## config.mk

```make
export PLATFORM = sky130hd
export DESIGN_NAME = modbus_rtu_read_input_slave_top_flat
export DESIGN_NICKNAME = d
export VERILOG_FILES = /design/src/mrr_pkg.sv /design/src/mrr_in_if.sv /design/src/mrr_out_if.sv /design/src/mrr_front.sv /design/src/mrr_queue.sv /design/src/mrr_back.sv /design/src/modbus_rtu_read_input_slave_top.sv /design/src/flat_wrapper.sv
export SDC_FILE = /design/constraint.sdc
export NUM_CORES = 1
export LEC_CHECK = 0
export BUFFER_PORTS_ARGS = -buffer_cell sky130_fd_sc_hd__buf_4
export CORE_UTILIZATION = 45
export DETAILED_ROUTE_END_ITERATION = 12
export PLACE_DENSITY = 0.62
export SYNTH_ARGS = -nofsm -noshare
export SYNTH_HDL_FRONTEND = slang
export SYNTH_SLANG_ARGS = --single-unit
```

## constraint.sdc

```tcl
create_clock -name clk_i -period 5.99 [get_ports clk_i]
set_input_delay 0.2995 -clock clk_i [delete_from_list [all_inputs] [get_ports clk_i]]
set_output_delay 0.2995 -clock clk_i [all_outputs]
set_load 0.01 [all_outputs]
```

## src/mrr_pkg.sv

```systemverilog
// ----------------------------------------------------------------------------
// mrr_pkg
// Shared constants, types and the CRC-16 byte step for the read-input slave.
// ----------------------------------------------------------------------------
package mrr_pkg;

  localparam int FRAME_LEN = 8;
  localparam int NUM_REGS  = 16;
  localparam int CNT_W     = $clog2(FRAME_LEN);
  localparam int TBL_AW    = $clog2(NUM_REGS);
  localparam int QDEPTH    = 2;
  localparam int QPTR_W    = $clog2(QDEPTH);
  localparam int REPLY_LEN = 7;
  localparam int RIDX_W    = $clog2(REPLY_LEN);

  localparam logic [7:0]  SLAVE_ADDR_RST  = 8'h01;
  localparam logic [15:0] CRC_INIT        = 16'hFFFF;
  localparam logic [15:0] CRC_POLY        = 16'hA001;
  localparam logic [7:0]  FUNC_READ_INPUT = 8'h04;
  localparam logic [7:0]  REPLY_COUNT     = 8'h02;
  localparam logic [7:0]  QTY_HI          = 8'h00;
  localparam logic [7:0]  QTY_LO          = 8'h01;

  typedef enum logic [1:0] {
    ST_REPLIED     = 2'd0,
    ST_OTHER_ADDR  = 2'd1,
    ST_CRC_ERROR   = 2'd2,
    ST_UNSUPPORTED = 2'd3
  } frame_status_e;

  typedef enum logic {
    BK_IDLE,
    BK_REPLY
  } back_state_e;

  typedef struct packed {
    frame_status_e status;
    logic [15:0]   value;
  } job_t;

  function automatic logic [15:0] crc_byte(input logic [15:0] crc, input logic [7:0] b);
    logic [15:0] c;
    c = crc ^ {8'h00, b};
    for (int i = 0; i < 8; i++) begin
      if (c[0]) begin
        c = (c >> 1) ^ CRC_POLY;
      end else begin
        c = c >> 1;
      end
    end
    return c;
  endfunction

endpackage

```

## src/mrr_in_if.sv

```systemverilog
// ----------------------------------------------------------------------------
// mrr_in_if
// Input channel: received line bytes and register table writes.
// ----------------------------------------------------------------------------
interface mrr_in_if;
  logic        valid;
  logic        ready;
  logic        cmd;
  logic [7:0]  rx_byte;
  logic [3:0]  reg_index;
  logic [15:0] reg_value;

  modport source (output valid, output cmd, output rx_byte, output reg_index,
                  output reg_value, input ready);
  modport sink (input valid, input cmd, input rx_byte, input reg_index,
                input reg_value, output ready);
endinterface

```

## src/mrr_out_if.sv

```systemverilog
// ----------------------------------------------------------------------------
// mrr_out_if
// Output channel: reply bytes and frame status results.
// ----------------------------------------------------------------------------
interface mrr_out_if;
  logic       valid;
  logic       ready;
  logic [7:0] tx_byte;
  logic       byte_valid;
  logic       last_of_run;
  logic [1:0] frame_status;

  modport source (output valid, output tx_byte, output byte_valid,
                  output last_of_run, output frame_status, input ready);
  modport sink (input valid, input tx_byte, input byte_valid,
                input last_of_run, input frame_status, output ready);
endinterface

```

## src/mrr_front.sv

```systemverilog
// ----------------------------------------------------------------------------
// mrr_front
// Gathers frames, runs the receive CRC, holds the register table and
// classifies each complete frame into a job for the reply side.
// ----------------------------------------------------------------------------
module mrr_front
  import mrr_pkg::*;
(
  input  logic         clk_i,
  input  logic         rst_ni,
  input  logic [7:0]   slave_addr_i,
  mrr_in_if.sink       in_i,
  input  logic         q_full_i,
  output logic         q_push_o,
  output job_t         q_job_o
);

  logic [CNT_W-1:0] count_q, count_d;
  logic [15:0]      crc_q, crc_d;
  logic [7:0]       fb_q [FRAME_LEN];
  logic [15:0]      tbl_q [NUM_REGS];

  logic              accept, rx_acc, tbl_we, done;
  logic [TBL_AW-1:0] wr_idx, rd_idx;
  logic [15:0]       rd_val;
  frame_status_e     status;

  assign in_i.ready = !q_full_i;
  assign accept     = in_i.valid && !q_full_i;
  assign rx_acc     = accept && !in_i.cmd;
  assign tbl_we     = accept && in_i.cmd && (int'(in_i.reg_index) < NUM_REGS);
  assign done       = rx_acc && (count_q == CNT_W'(FRAME_LEN - 1));
  assign wr_idx     = TBL_AW'(in_i.reg_index);
  assign rd_idx     = TBL_AW'(fb_q[3]);

  always_comb begin
    count_d = count_q;
    crc_d   = crc_q;
    if (rx_acc) begin
      if (done) begin
        count_d = '0;
        crc_d   = CRC_INIT;
      end else begin
        count_d = count_q + 1'b1;
        if (count_q < CNT_W'(FRAME_LEN - 2)) begin
          crc_d = crc_byte(crc_q, in_i.rx_byte);
        end
      end
    end
  end

  always_comb begin
    if (fb_q[0] != slave_addr_i) begin
      status = ST_OTHER_ADDR;
    end else if (fb_q[6] != crc_q[7:0] || in_i.rx_byte != crc_q[15:8]) begin
      status = ST_CRC_ERROR;
    end else if (fb_q[1] != FUNC_READ_INPUT || fb_q[4] != QTY_HI || fb_q[5] != QTY_LO) begin
      status = ST_UNSUPPORTED;
    end else begin
      status = ST_REPLIED;
    end
    rd_val = (int'(fb_q[3]) < NUM_REGS) ? tbl_q[rd_idx] : 16'h0000;
  end

  assign q_push_o       = done;
  assign q_job_o.status = status;
  assign q_job_o.value  = rd_val;

  always_ff @(posedge clk_i or negedge rst_ni) begin
    if (!rst_ni) begin
      count_q <= '0;
      crc_q   <= CRC_INIT;
    end else begin
      count_q <= count_d;
      crc_q   <= crc_d;
    end
  end

  always_ff @(posedge clk_i) begin
    if (rx_acc) begin
      fb_q[count_q] <= in_i.rx_byte;
    end
  end

  always_ff @(posedge clk_i or negedge rst_ni) begin
    if (!rst_ni) begin
      for (int i = 0; i < NUM_REGS; i++) begin
        tbl_q[i] <= 16'h0000;
      end
    end else if (tbl_we) begin
      tbl_q[wr_idx] <= in_i.reg_value;
    end
  end

endmodule

```

## src/mrr_queue.sv

```systemverilog
// ----------------------------------------------------------------------------
// mrr_queue
// Short job queue between the frame classifier and the reply generator.
// ----------------------------------------------------------------------------
module mrr_queue
  import mrr_pkg::*;
(
  input  logic clk_i,
  input  logic rst_ni,
  input  logic push_i,
  input  job_t job_i,
  output logic full_o,
  input  logic pop_i,
  output logic valid_o,
  output job_t job_o
);

  job_t              mem_q [QDEPTH];
  logic [QPTR_W-1:0] wr_q, wr_d, rd_q, rd_d;
  logic [QPTR_W:0]   cnt_q, cnt_d;
  logic              do_push, do_pop;

  assign full_o  = (cnt_q == (QPTR_W + 1)'(QDEPTH));
  assign valid_o = (cnt_q != '0);
  assign job_o   = mem_q[rd_q];
  assign do_push = push_i && !full_o;
  assign do_pop  = pop_i && valid_o;

  always_comb begin
    wr_d  = wr_q;
    rd_d  = rd_q;
    cnt_d = cnt_q;
    if (do_push) begin
      wr_d = (wr_q == QPTR_W'(QDEPTH - 1)) ? '0 : wr_q + 1'b1;
    end
    if (do_pop) begin
      rd_d = (rd_q == QPTR_W'(QDEPTH - 1)) ? '0 : rd_q + 1'b1;
    end
    if (do_push && !do_pop) begin
      cnt_d = cnt_q + 1'b1;
    end else if (do_pop && !do_push) begin
      cnt_d = cnt_q - 1'b1;
    end
  end

  always_ff @(posedge clk_i or negedge rst_ni) begin
    if (!rst_ni) begin
      wr_q  <= '0;
      rd_q  <= '0;
      cnt_q <= '0;
    end else begin
      wr_q  <= wr_d;
      rd_q  <= rd_d;
      cnt_q <= cnt_d;
    end
  end

  always_ff @(posedge clk_i) begin
    if (do_push) begin
      mem_q[wr_q] <= job_i;
    end
  end

endmodule

```

## src/mrr_back.sv

```systemverilog
// ----------------------------------------------------------------------------
// mrr_back
// Turns jobs into results: one status result, or a seven byte reply, its CRC
// computed one byte per unstalled cycle, through a registered output stage.
// ----------------------------------------------------------------------------
module mrr_back
  import mrr_pkg::*;
(
  input  logic         clk_i,
  input  logic         rst_ni,
  input  logic [7:0]   slave_addr_i,
  input  logic         q_valid_i,
  input  job_t         q_job_i,
  output logic         q_pop_o,
  mrr_out_if.source    out_o
);

  back_state_e       state_q, state_d;
  logic [RIDX_W-1:0] idx_q, idx_d;
  logic [15:0]       crc_q, crc_d;
  logic [15:0]       val_q, val_d;
  logic              ovalid_q, ovalid_d;
  logic [7:0]        tx_q, tx_d;
  logic              bv_q, bv_d;
  logic              last_q, last_d;
  frame_status_e     st_q, st_d;
  logic              adv;
  logic [7:0]        cur_byte;

  assign adv = !ovalid_q || out_o.ready;

  always_comb begin
    case (idx_q)
      RIDX_W'(1): cur_byte = FUNC_READ_INPUT;
      RIDX_W'(2): cur_byte = REPLY_COUNT;
      RIDX_W'(3): cur_byte = val_q[15:8];
      RIDX_W'(4): cur_byte = val_q[7:0];
      RIDX_W'(5): cur_byte = crc_q[7:0];
      RIDX_W'(6): cur_byte = crc_q[15:8];
      default:    cur_byte = slave_addr_i;
    endcase
  end

  always_comb begin
    state_d  = state_q;
    idx_d    = idx_q;
    crc_d    = crc_q;
    val_d    = val_q;
    ovalid_d = ovalid_q;
    tx_d     = tx_q;
    bv_d     = bv_q;
    last_d   = last_q;
    st_d     = st_q;
    q_pop_o  = 1'b0;
    if (adv) begin
      ovalid_d = 1'b0;
      case (state_q)
        BK_IDLE: begin
          if (q_valid_i) begin
            q_pop_o  = 1'b1;
            ovalid_d = 1'b1;
            st_d     = q_job_i.status;
            if (q_job_i.status != ST_REPLIED) begin
              tx_d   = 8'h00;
              bv_d   = 1'b0;
              last_d = 1'b1;
            end else begin
              tx_d    = slave_addr_i;
              bv_d    = 1'b1;
              last_d  = 1'b0;
              val_d   = q_job_i.value;
              crc_d   = crc_byte(CRC_INIT, slave_addr_i);
              idx_d   = RIDX_W'(1);
              state_d = BK_REPLY;
            end
          end
        end
        BK_REPLY: begin
          ovalid_d = 1'b1;
          tx_d     = cur_byte;
          bv_d     = 1'b1;
          st_d     = ST_REPLIED;
          last_d   = (idx_q == RIDX_W'(REPLY_LEN - 1));
          if (idx_q < RIDX_W'(REPLY_LEN - 2)) begin
            crc_d = crc_byte(crc_q, cur_byte);
          end
          if (idx_q == RIDX_W'(REPLY_LEN - 1)) begin
            idx_d   = '0;
            state_d = BK_IDLE;
          end else begin
            idx_d = idx_q + 1'b1;
          end
        end
        default: begin
          state_d = BK_IDLE;
        end
      endcase
    end
  end

  always_ff @(posedge clk_i or negedge rst_ni) begin
    if (!rst_ni) begin
      state_q  <= BK_IDLE;
      idx_q    <= '0;
      ovalid_q <= 1'b0;
    end else begin
      state_q  <= state_d;
      idx_q    <= idx_d;
      ovalid_q <= ovalid_d;
    end
  end

  always_ff @(posedge clk_i) begin
    crc_q  <= crc_d;
    val_q  <= val_d;
    tx_q   <= tx_d;
    bv_q   <= bv_d;
    last_q <= last_d;
    st_q   <= st_d;
  end

  assign out_o.valid        = ovalid_q;
  assign out_o.tx_byte      = tx_q;
  assign out_o.byte_valid   = bv_q;
  assign out_o.last_of_run  = last_q;
  assign out_o.frame_status = st_q;

endmodule

```

## src/modbus_rtu_read_input_slave_top.sv

```systemverilog
// ----------------------------------------------------------------------------
// modbus_rtu_read_input_slave_top
// Modbus RTU slave answering function 4 for a single input register.
// ----------------------------------------------------------------------------
// The block accepts one input transaction per cycle, either a received line
// byte or a register table write, and stalls input only when its two-entry
// job queue is full. Every eighth line byte closes a frame; the frame is
// classified in the cycle it completes. A rejected frame produces one status
// transaction, and a good frame produces seven reply byte transactions at one
// per unstalled cycle, with the reply CRC computed one byte per cycle in the
// output generator. The station address register resets to 1.
module modbus_rtu_read_input_slave_top
  import mrr_pkg::*;
(
  input  logic       clk_i,
  input  logic       rst_ni,
  input  logic       cfg_we_i,
  input  logic [7:0] cfg_data_i,
  mrr_in_if.sink     in_i,
  mrr_out_if.source  out_o
);

  logic [7:0] slave_addr_q;
  logic       q_push, q_full, q_pop, q_valid;
  job_t       push_job, pop_job;

  always_ff @(posedge clk_i or negedge rst_ni) begin
    if (!rst_ni) begin
      slave_addr_q <= SLAVE_ADDR_RST;
    end else if (cfg_we_i) begin
      slave_addr_q <= cfg_data_i;
    end
  end

  mrr_front u_front (
    .clk_i        (clk_i),
    .rst_ni       (rst_ni),
    .slave_addr_i (slave_addr_q),
    .in_i         (in_i),
    .q_full_i     (q_full),
    .q_push_o     (q_push),
    .q_job_o      (push_job)
  );

  mrr_queue u_queue (
    .clk_i   (clk_i),
    .rst_ni  (rst_ni),
    .push_i  (q_push),
    .job_i   (push_job),
    .full_o  (q_full),
    .pop_i   (q_pop),
    .valid_o (q_valid),
    .job_o   (pop_job)
  );

  mrr_back u_back (
    .clk_i        (clk_i),
    .rst_ni       (rst_ni),
    .slave_addr_i (slave_addr_q),
    .q_valid_i    (q_valid),
    .q_job_i      (pop_job),
    .q_pop_o      (q_pop),
    .out_o        (out_o)
  );

endmodule

```

## src/flat_wrapper.sv

```systemverilog
// flat-port wrapper written by rule: the top's interface ports become plain ports
module modbus_rtu_read_input_slave_top_flat import mrr_pkg::*;
  (clk_i, rst_ni, cfg_we_i, cfg_data_i, in_i_valid, in_i_cmd, in_i_rx_byte, in_i_reg_index, in_i_reg_value, in_i_ready, out_o_valid, out_o_tx_byte, out_o_byte_valid, out_o_last_of_run, out_o_frame_status, out_o_ready);
  mrr_in_if in_i_i ();
  mrr_out_if out_o_i ();
  input  logic clk_i;
  input  logic rst_ni;
  input  logic cfg_we_i;
  input  logic [7:0] cfg_data_i;
  input wire logic [$bits(in_i_i.valid)-1:0] in_i_valid;
  input wire logic [$bits(in_i_i.cmd)-1:0] in_i_cmd;
  input wire logic [$bits(in_i_i.rx_byte)-1:0] in_i_rx_byte;
  input wire logic [$bits(in_i_i.reg_index)-1:0] in_i_reg_index;
  input wire logic [$bits(in_i_i.reg_value)-1:0] in_i_reg_value;
  output wire logic [$bits(in_i_i.ready)-1:0] in_i_ready;
  output wire logic [$bits(out_o_i.valid)-1:0] out_o_valid;
  output wire logic [$bits(out_o_i.tx_byte)-1:0] out_o_tx_byte;
  output wire logic [$bits(out_o_i.byte_valid)-1:0] out_o_byte_valid;
  output wire logic [$bits(out_o_i.last_of_run)-1:0] out_o_last_of_run;
  output wire logic [$bits(out_o_i.frame_status)-1:0] out_o_frame_status;
  input wire logic [$bits(out_o_i.ready)-1:0] out_o_ready;
  assign in_i_i.valid = in_i_valid;
  assign in_i_i.cmd = in_i_cmd;
  assign in_i_i.rx_byte = in_i_rx_byte;
  assign in_i_i.reg_index = in_i_reg_index;
  assign in_i_i.reg_value = in_i_reg_value;
  assign in_i_ready = in_i_i.ready;
  assign out_o_valid = out_o_i.valid;
  assign out_o_tx_byte = out_o_i.tx_byte;
  assign out_o_byte_valid = out_o_i.byte_valid;
  assign out_o_last_of_run = out_o_i.last_of_run;
  assign out_o_frame_status = out_o_i.frame_status;
  assign out_o_i.ready = out_o_ready;
  modbus_rtu_read_input_slave_top u_core (.clk_i(clk_i), .rst_ni(rst_ni), .cfg_we_i(cfg_we_i), .cfg_data_i(cfg_data_i), .in_i(in_i_i), .out_o(out_o_i));
endmodule
```

Yosys cells after proc, flatten, opt, wreduce, memory -nomap -nowiden
Memory sizes are Yosys's and may differ from the RTL's.
Index checks and enable logic that the tools add are counted.
Operators by class
  order comparisons: 6
  eq/ne operators: 16
  mux-type cells: 142
  $add $sub $neg: 6
  bitwise logic cells: 31
  reduce and logical (&&, ||, !) cells: 28
Operators by type and width (number)
  16-bit two-way mux: 103
  256-bit bitwise mux: 1
  2-bit inverter with 3-bit output: 24
  16-bit binary-select mux with 4-bit select: 1
  16-bit demux with 4-bit select: 1
  8-bit case mux with 6 select lines: 1
  16-bit case mux with 2 select lines: 1
  16-bit by 8-bit XOR with 16-bit output: 2
  8-bit != test: 3
  8-bit two-way mux: 2
  8-bit inverter with 16-bit output: 1
  8-bit case mux with 2 select lines: 1
  1-bit two-way mux: 15
  3-bit == test, second input constant: 4
  2-bit two-way mux: 6
  3-bit two-way mux: 4
  5-bit greater-or-equal comparator, second input constant: 2
  4-bit inverter with 5-bit output: 2
  1-bit logical AND: 9
  8-bit by 5-bit < comparator with 1-bit output, second input constant: 1
  8-bit by 1-bit != test with 1-bit output, second input constant: 1
  8-bit by 3-bit != test with 1-bit output, second input constant: 1
  1-bit case mux with 2 select lines: 4
  4-bit AND reduction: 2
  20 further kinds: 37
Word-level totals
  word-level logic and storage cells: 262
  input bits: 42
  bits in writable memories: 100
  output and inout port bits: 14
  memories: 2
  flip-flop bits (word level): 336
Memory list
  u_core.u_front.fb_q: words 8, bits a word 8, read ports 6, clocked after memory_dff 0, wr ports 1, RTL line mrr_front.sv:20  | logic [7:0] fb_q [FRAME_LEN];
  u_core.u_queue.mem_q: words 2, bits a word 18, read ports 1, clocked after memory_dff 0, wr ports 1, RTL line mrr_queue.sv:18  | job_t mem_q [QDEPTH];

Longest topological paths before layout
Gate-level depths: netlist of the first run.
  depth after elaboration: 48
  mapped depth: 14
  gate-level depth less buffers: 10

Hierarchy
Synthesis of the first run repeated with hierarchy kept, for this count alone.
Second synthesis, totals
  cell total of the unflattened synthesis: 1226
  area, all modules: 18901.9 um^2
Modules (own cells, without submodules)
  mrr_front: instances 1, seq. area each 8343.0 um^2, cells an instance 900, area an instance 14320.0 um^2
  mrr_back: instances 1, seq. area each 1446.4 um^2, cells an instance 234, area an instance 2700.1 um^2
  mrr_queue: instances 1, seq. area each 1181.1 um^2, cells an instance 75, area an instance 1549.0 um^2
  modbus_rtu_read_input_slave_top: instances 1, seq. area each 201.4 um^2, cells an instance 17, area an instance 332.8 um^2

Worst setup path after synthesis of the first run
No wires, ideal clock.
  path kind: reg-to-reg
  start: register u_core.u_back.idx_q[2]
  end: register u_core.u_back.crc_q[0], data pin
  setup slack: 2268 ps
  buffers on the path: 3
  clock period less this slack: 3722 ps
  stages on the path, launching flop included: 14
  arrival time: 3462 ps
  library setup time: 260 ps
  required time: 5730 ps
  path through: dfrtp_1 -> clkbuf_1 -> clkbuf_1 -> inv_1 -> ha_1 -> or4_4 -> and2_4 -> buf_6 -> o32ai_4 -> xor2_2 -> xor3_1 -> xnor3_2 -> xnor2_1 -> mux2_2
Between the ends
  cells in the longest elaborated chain, start to end: 35
  elaborated cells between the ends (all ways): 46
  classes of those cells: eq/ne: 6; mux: 32; bitwise: 8
Ends and longest elaborated chain
  start: declaration: RTL line mrr_back.sv:19  | logic [RIDX_W-1:0] idx_q, idx_d;
  start signal: assignment: RTL line mrr_back.sv:108  | idx_q <= idx_d;
  3-bit == test, or another cell as far along: RTL line mrr_back.sv:33  | case (idx_q)
  8-bit case mux with 6 select lines *: RTL line mrr_back.sv:33
  16-bit by 8-bit XOR with 16-bit output *: RTL line mrr_pkg.sv:43  | c = crc ^ {8'h00, b};
  16-bit two-way mux *: RTL line mrr_pkg.sv:45  | if (c[0]) begin
  16-bit two-way mux *: RTL line mrr_back.sv:84  | if (idx_q < RIDX_W'(REPLY_LEN - 2)) begin
  16-bit two-way mux *: RTL line mrr_back.sv:57  | case (state_q)
  16-bit two-way mux *: RTL line mrr_back.sv:55  | if (adv) begin
  16-bit two-way mux *: RTL line mrr_pkg.sv:45
  [... 19 more ...]
  2-bit inverter with 3-bit output (no line) / 16-bit two-way mux (equally long branches)
  16-bit two-way mux *: RTL line mrr_pkg.sv:45
  16-bit two-way mux *: RTL line mrr_back.sv:84
  16-bit two-way mux *: RTL line mrr_back.sv:57
  16-bit two-way mux *: RTL line mrr_back.sv:55
  16-bit two-way mux *: RTL line mrr_pkg.sv:45
  16-bit two-way mux *: RTL line mrr_back.sv:84
  16-bit case mux with 2 select lines *: RTL line mrr_back.sv:57
  end signal: assignment: RTL line mrr_back.sv:114  | crc_q <= crc_d;
  end: declaration: RTL line mrr_back.sv:20  | logic [15:0] crc_q, crc_d;
Every way passes the cells marked *; elsewhere a longest branch is shown, timed or not. The select of a mux whose other input is x is not followed.
A chain may end at the register's enable or synchronous reset.

Worst setup path in the final report of the first run
  start: register u_core.u_back.idx_q[0]
  end: register u_core.u_back.crc_q[0], data pin
Same word-level chain as after synthesis.

==> impl_results.md, run 1 <==
- DR DRC count: 9
- CP Launch Type: flip-flop
- Slew Viols, Final: 0
- CTS tree: built
- Dpl cells: between 1500 and 2000
- Synth area leaders: dfrtp_1 36%, edfxtp_1 20%, mux2_2 17%, mux4_2 9.7%, dfstp_2 2.4%
- Synth Area per Inst: between 15 and 20 um2
- Worst-skew pair later-pin latency: between 0.5 and 0.6 ns
- Fillers: ~3400
- Design area: between 20000 and 25000 um2
- Drt total wl: about 42000 um
- Power Dens Cells: 477.6 nW/um2
- Placed inst area: approximately 20000 um2
- Clock slew at reported path FFs: around 0.060 ns
- Final min period: 4.143 ns
- Sw Share: 28.88%
- RR Startpoint: u_core.u_back.idx_q[0]$_DFFE_PN0P_
- CTS Buffer Depth: 3
- Critical Path Fanout Max: 20
- First-pass GRT wire length: between 60000 and 70000 um
- Gp weighted congestion: 0.8372
- Tightest Pin Transition: about 1.2 ns
- Clk_skew: between 0.015 and 0.02 ns
- Synthesized flop and latch total: 420
- Netlist Area Pre-Place: between 15000 and 20000 um2
- Layout Area Growth over Synthesis: 14.72%
- Met1 Usage GRT: between 20 and 30%
- Antenna Cells: 0
- Met2 global-route usage: ~32%
- WL/cell: ~23 um
- Psw: between 2 and 3 mW
- Post-DP HPWL: between 20000 and 30000 um
- Area share of the largest cell type after synthesis: between 30 and 40%
- Busiest grt layer: met2
- Die Ht: ~210 um
- Endpoints failing hold: 0
- Die width: around 210 um
- Hold Crit Class: in -> reg
- Seq/Total Area, Yosys: between 50% and 60%
- Distinct cells, synth: between 50 and 60
- Htree depth: 2
- Sink Count: 420
- Max-Cap Viols: 0
- Sequential power share: between 40% and 50%
- Core Area: 41110 um2
- Clock power frac: about 28%
- Status: complete, but fails checks
- DRT iter0 DRCs: approximately 590
- Max frequency: about 240 MHz
- Setup crit start: u_core.u_back.idx_q[0]$_DFFE_PN0P_
- Area of the multi-input gates: around 7400 um2
- Antenna viol nets, final: 0
- Synth warn: 0
- Asr flop ratio synth: 69.52%
- VDD IR max: between 200 and 300 uV
- Ports: 56
- P_int: between 7 and 8 mW
- Register area: 11170 um2
- Post-synthesis adder-cell area fraction: less than 1%
- Critical path endpoint category: flip-flop
- Reported leakage power: between 9 and 10 nW
- Synth Flop Type: dfrtp_1
- Cell count after synthesis: ~1200
- Cts bufs inserted: 46
- Initial Util: 45.91%
- Port bufs: 55
- Setup tns final: 0 ns
- GR Util All Layers: about a fifth
- Gate power share: a little over 30%
- GR Util met3: under 10%
- Post-synth net total: between 1000 and 1500
- CP Class: reg -> reg
- Initial antenna violation count: 3
- Max-slew headroom: slightly above 20%
- CTS Root Cell: clkbuf_16
- Nets: about 1300
- Largest family of logic cells by synthesized area: multiplexers
- FP Rows: 74
- 1st-pass router iterations: 11
- Layout Cells excl Fill: ~1900
- R2r setup slk: 1.85 ns
- Failing checks: DRC
- Postcts setup bufs: 0
- Total grt overflow: 0
- Via density: approximately 5.6
- XOR/XNOR Fraction of Synth Area: under 10%
- Min-delay src: in_i_rx_byte[0]
- RSZ-0062 raised after global routing: no
- Die Area: roughly 43000 um2
- Most area-hungry cell type in the Yosys netlist: dfrtp_1
- Synthesized-area fraction occupied by and/or/nand/nor cells: between 4 and 5%
- Required @ worst endpoint: about 6.3 ns
- Fin crit share: just under 70%
- Compound-Gate Fraction of Synth Area: under 10%
- Vias post-DR: approximately 10000
- Post-synth EDFFs: between 100 and 150
- Layout cells sized above 1: between 40% and 50%
- Final setup viols: 0
- Final core occ: a little over half
- Vias in the first global route: 10830
- Crit path DAT: 4.47 ns
- Post-synthesis mux area share: ~27%
- Post-CTS sizing: 0
- Largest net degree at the start of global routing: 160
-- through the flow --
step           power [mW]  hold WS (ns)  setup slack, ns
2_1_floorplan       6.765      0.003909            2.268
3_3_place_gp        7.429        0.3135            2.018
3_5_place_dp        7.519        0.3213            1.906
4_1_cts             10.42      0.003280            1.918
5_1_grt             10.88       0.01834            1.666
6_report            10.34       0.02721            1.847
-- cells in the final DEF (no fill, tap or decap), types with 5 or more instances in the layout --
master	netlist	final
dfrtp_1	275	275
xnor2_1	42	42
nor2b_1	21	19
nor3_1	6	5
mux2_2	281	281
nand2b_1	8	8
a21oi_1	23	23
nand3_1	5	5
buf_4	0	82
clkbuf_16	0	46
inv_1	9	9
nor2_1	36	35
nand3b_1	6	6
a32o_1	8	8
clkbuf_8	0	16
xor2_1	39	39
o22a_1	6	6
o21ai_0	12	12
mux4_2	81	81
nor4_1	9	9
dlygate4sd3_1	0	17
nand2_1	44	44
clkbuf_1	66	11
dfstp_2	17	17
mux2i_1	13	13
edfxtp_1	128	128
-- cell usage after synthesis, types with 5 or more instances --
| master | count |
|---|---|
| mux4_2 | 81 |
| a32o_1 | 8 |
| clkbuf_1 | 66 |
| inv_1 | 9 |
| o21ai_0 | 12 |
| mux2i_1 | 13 |
| nand3b_1 | 6 |
| nor4_1 | 9 |
| dfrtp_1 | 275 |
| xor2_1 | 39 |
| buf_1 | 10 |
| a21oi_1 | 23 |
| edfxtp_1 | 128 |
| nand2b_1 | 8 |
| dfstp_2 | 17 |
| o22a_1 | 6 |
| xnor2_1 | 42 |
| nor2_1 | 36 |
| nor3_1 | 6 |
| nand2_1 | 44 |
| nor2b_1 | 21 |
| nand3_1 | 5 |
| mux2_2 | 281 |
-- layout make-up --
class	count	share of cell area, %
repair buffers	102	3.883
inverters	9	0.1560
well taps	532	3.074
flip-flops and latches	420	51.60
clock inverters	13	0.6588
clock buffers	73	6.524
multi-input cells	701	34.11
-- worst max-delay path, stage by stage (launching register included) --
cell	delay, ns
dfrtp_1	0.78
and2_1	0.25
ha_1	0.48
nand3b_1	0.22
nand2_1	0.15
a221o_1	0.34
a211oi_1	0.42
xor3_1	0.45
xnor3_2	0.43
xnor2_1	0.14
mux2_2	0.25
-- repair_timing --
item                                    in CTS  in global routing
endpoints found under the setup margin       0                  0
endpoints found under the hold margin      101                  0
hold buffers                                17                  0
-- sequential cells by signal, summed over array words and instances, names as in the netlist, 2 cells and up --
register                          count
u_core.u_front.count_q                3
u_core.u_back.idx_q                   3
u_core.u_back.val_q                  16
u_core.slave_addr_q                   8
u_core.u_front.fb_q                  48
u_core.u_back.out_o.tx_byte           8
u_core.u_back.crc_q                  16
u_core.u_front.tbl_q                256
u_core.u_back.out_o.frame_status      2
u_core.u_front.crc_q                 16
u_core.u_queue.mem_q                 36
u_core.u_queue.cnt_q                  2
-- layer usage --
layer / part of all wire [%] / wire (um)
met1: 46 / 19300
met2: 48 / 19860
met3: 4.2 / 1741
met4: 2.0 / 852
met5: 0.081 / 34
-- path summary, 6_finish.rpt --
check,endpoint,cells past startpoint
worst min register to register,u_core.u_queue.wr_q$_DFFE_PN0P_,1
worst min-delay path,u_core.u_front.fb_q[5][0]$_DFFE_PP_,1
worst max register to register,u_core.u_back.crc_q[0]$_DFFE_PP_,10
max in group asynchronous,u_core.u_front.tbl_q[185]$_DFFE_PN0P_,3
worst max-delay path,u_core.u_back.crc_q[0]$_DFFE_PP_,10
min in group asynchronous,u_core.u_front.count_q[2]$_DFFE_PN0P_,2
-- logic make-up after synthesis --
logic type      count (synthesis)
flops                         420
simple gates                  163
xor+xnor                       85
mux                           376
buf+inv                        89
fa+ha+maj                       4
compound gates                 73
-- power groups by stage --
stage | Clock (mW) | Sequential [mW] | Combinational [mW]
global route | 3.04 | 4.43 | 3.41
finish | 2.85 | 4.33 | 3.16
detailed placement | 0 | 4.38 | 3.14
floorplan | 0 | 4.18 | 2.58
CTS | 2.93 | 4.33 | 3.17
global placement | 0 | 4.35 | 3.08
(Power assumes the default switching activity.)
==> inputs of run 2 (changes only) <==
clock period = 4.2 ns   (was 5.99 ns; I/O delays follow)
==> run 2 against run 1 <==
  * The run still ends with DRC left
  * Total power up 41%
  * Clock skew up 0.0056 ns
  * Worst setup slack worse by 1.3 ns
  * Sequential share of layout area down 0.48 points
  * Non-clock buffer count up 25
  * Clock power up 38%
  * Core utilization up 0.49 points
  * Fmax up 13%
  * Flip-flop and latch count unchanged
  * First-iteration DRC count up 0.85%
==> impl_results.md, run 2 (synthesized netlist as in run 1, its figures left out) <==
- Setup tns final: 0 ns (unchanged)
- Layout cells sized above 1: 40.75% (-1.2 points)
- Top flop regs: u_core.u_front.tbl_q: 256 flops, u_core.u_front.fb_q: 48 flops, u_core.u_queue.mem_q: 36 flops
- Gate power share: 31.1% (+0.6 points)
- Vias post-DR: 10480 (+0.29%)
- Most common cell after layout, fill and taps aside: mux2_2
- Clock power frac: 26.8% (-0.8 points)
- Antenna viol nets, final: 0 (unchanged)
- Die Ht: 206.8 um (unchanged)
- Hold Crit Class: in -> reg
- Critical Path Fanout Max: 15 (-25%)
- Final min period: 3.670 ns (-0.4734 ns)
- DR DRC count: 9 (unchanged)
- Setup WS pre-CTS: 0.5472 ns (-1.359 ns)
- Slew Viols, Final: 0 (unchanged)
- Worst-skew pair later-pin latency: 0.57 ns (about the same)
- CTS Buffer Depth: 3 (unchanged)
- Sw Share: 28.87% (about the same)
- Status: complete, but fails checks
- Core Area: 41110 um2 (unchanged)
- Largest net degree at the start of global routing: 101 (-37%)
- Fillers: 3429 (-0.087%)
- Port bufs: 55 (unchanged)
- FP Rows: 74 (unchanged)
- CP Class: reg -> reg
- 1st-pass router iterations: 11 (unchanged)
- Vias in the first global route: 10900 (+0.60%)
- Design area: 21850 um2 (+0.94%)
- Psw: 4.214 mW (+41%)
- Htree depth: 2 (unchanged)
- CP Launch Type: flip-flop
- Gp weighted congestion: 0.8487 (+1.4%)
- Fin crit share: 87.38% (+18 points)
- Max-slew headroom: 19.02% (-1.5 points)
- Area of the multi-input gates: 7380 um2 (about the same)
- Die Area: 42770 um2 (unchanged)
- Register bank with the most flops: u_core.u_front.tbl_q
- R2R Path End: u_core.u_back.crc_q[0]$_DFFE_PP_
- Endpoints failing hold: 0 (unchanged)
- Reported leakage power: 9.112 nW (+0.91%)
- Nets: 1350 (+1.8%)
- Sink Count: 420 (unchanged)
- Worst Hold Path Cells: 5 (+4)
- DRT iter0 DRCs: 596 (+0.85%)
- Cts bufs inserted: 45 (-2.2%)
- CTS Root Cell: clkbuf_16
- Failing checks: DRC
- VDD IR max: 432.2 uV (+50%)
- Min-delay src: in_i_valid
- RSZ-0062 raised after global routing: no
- Die width: 206.8 um (unchanged)
- Max-Cap Viols: 0 (unchanged)
- Power Dens Cells: 667.9 nW/um2 (+40%)
- GR Util All Layers: 20.55% (+0.067 points)
- WL/cell: 22.18 um (-1.8%)
- RR Startpoint: u_core.u_back.idx_q[0]$_DFFE_PN0P_
- Required @ worst endpoint: 4.51 ns (-1.81 ns)
- Postcts setup bufs: 0 (unchanged)
- Reg2reg path depth: 10 (unchanged)
- Hold path endpoint: u_core.u_front.count_q[1]$_DFFE_PN0P_
- First-pass GRT wire length: 65960 um (+1.2%)
- R2r setup slk: 0.53 ns (-1.32 ns)
- Crit path DAT: 3.98 ns (-0.49 ns)
- Via density: 5.599 (-0.89%)
- Final setup viols: 0 (unchanged)
- Register area: 11170 um2 (unchanged)
- Ports: 56 (unchanged)
- Max frequency: 272.5 MHz (+13%)
- Critical path endpoint category: flip-flop
- Post-DP HPWL: 25170 um (-1.6%)
- Initial antenna violation count: 0 (-3)
- Final setup margin: 0.5302 ns (-1.317 ns)
- Sequential power share: 42.0% (about the same)
- Commonest cells after routing, fill and taps aside: 281 x mux2_2, 275 x dfrtp_1, 128 x edfxtp_1
- Initial Util: 45.91% (unchanged)
- Post-CTS sizing: 0 (unchanged)
- Clk_skew: 0.02260 ns (+0.005649 ns)
- Drt total wl: 41530 um (-0.61%)
- Tightest Pin Transition: 1.215 ns (+0.03211 ns)
- Placed inst area: 19920 um2 (about the same)
- Antenna Cells: 0 (unchanged)
- Total grt overflow: 0 (unchanged)
- Clock slew at reported path FFs: 0.06 ns (about the same)
- P_int: 10.38 mW (+41%)
- Max reg flops: 256 (unchanged)
- CTS tree: built
- Layout Area Growth over Synthesis: 15.79%
run 2: final cells by class:
cell class,instances,share of cell area (%)
clock inverters,19,0.7843
repair buffers,127,5.141
flip-flops and latches,420,51.12
inverters,9,0.1546
well taps,532,3.046
clock buffers,64,5.988
multi-input cells,701,33.77
run 2: worst max-delay path, stage by stage, from the launching register on:
cell,delay (ns)
dfrtp_1,0.37
and2_1,0.17
ha_1,0.38
or4_4,0.49
a21oi_1,0.24
nor2_1,0.06
a211oi_1,0.47
xor3_1,0.45
xnor3_2,0.42
xnor2_1,0.13
mux2_2,0.25
run 2: how the worst max path moves through the flow:
stage,from,end,slack (ns),cells past startpoint
finish,u_core.u_back.idx_q[0]$_DFFE_PN0P_,u_core.u_back.crc_q[0]$_DFFE_PP_,0.53,10
global route,u_core.u_back.idx_q[0]$_DFFE_PN0P_,u_core.u_back.crc_q[0]$_DFFE_PP_,0.40,10
CTS,u_core.u_back.idx_q[0]$_DFFE_PN0P_,u_core.u_back.crc_q[0]$_DFFE_PP_,0.56,10
detailed placement,u_core.u_back.idx_q[0]$_DFFE_PN0P_,u_core.u_back.crc_q[0]$_DFFE_PP_,0.55,10
global placement,u_core.u_back.idx_q[0]$_DFFE_PN0P_,u_core.u_back.crc_q[0]$_DFFE_PP_,0.61,10
floorplan,u_core.u_back.idx_q[2]$_DFFE_PN0P_,u_core.u_back.crc_q[0]$_DFFE_PP_,0.48,13
run 2: timing repair:
action / CTS / global route
endpoints found under the setup margin: 0 / 0
hold buffers: 45 / 0
endpoints found under the hold margin: 346 / 0
run 2: layer usage:
layer	share of wire (%)	vias to the layer above	GRT usage, %
met1	46	5522	28.91
li1	-	4700	-
met4	2.0	0	5.996
met2	48	207	32.91
met3	4.1	52	3.516
met5	0	-	0
run 2: per-stage QoR:
step                util [%]  hold WS (ns)  cells  total power [mW]
finish                 53.16       0.07616   1872             14.60
global route           53.16        0.1159   1872             15.46
CTS                    53.16       0.04308   1872             14.73
detailed placement     48.47        0.2718   1744             10.70
global placement       48.47        0.2715   1744             10.57
floorplan                  -      -0.08559   1210             9.648
run 2: power by group through the flow:
stage	logic [mW]	registers [mW]	clock network, mW
floorplan	3.68	5.97	0
global placement	4.41	6.16	0
detailed placement	4.50	6.20	0
CTS	4.57	6.13	4.02
global route	4.99	6.27	4.20
finish	4.54	6.14	3.92
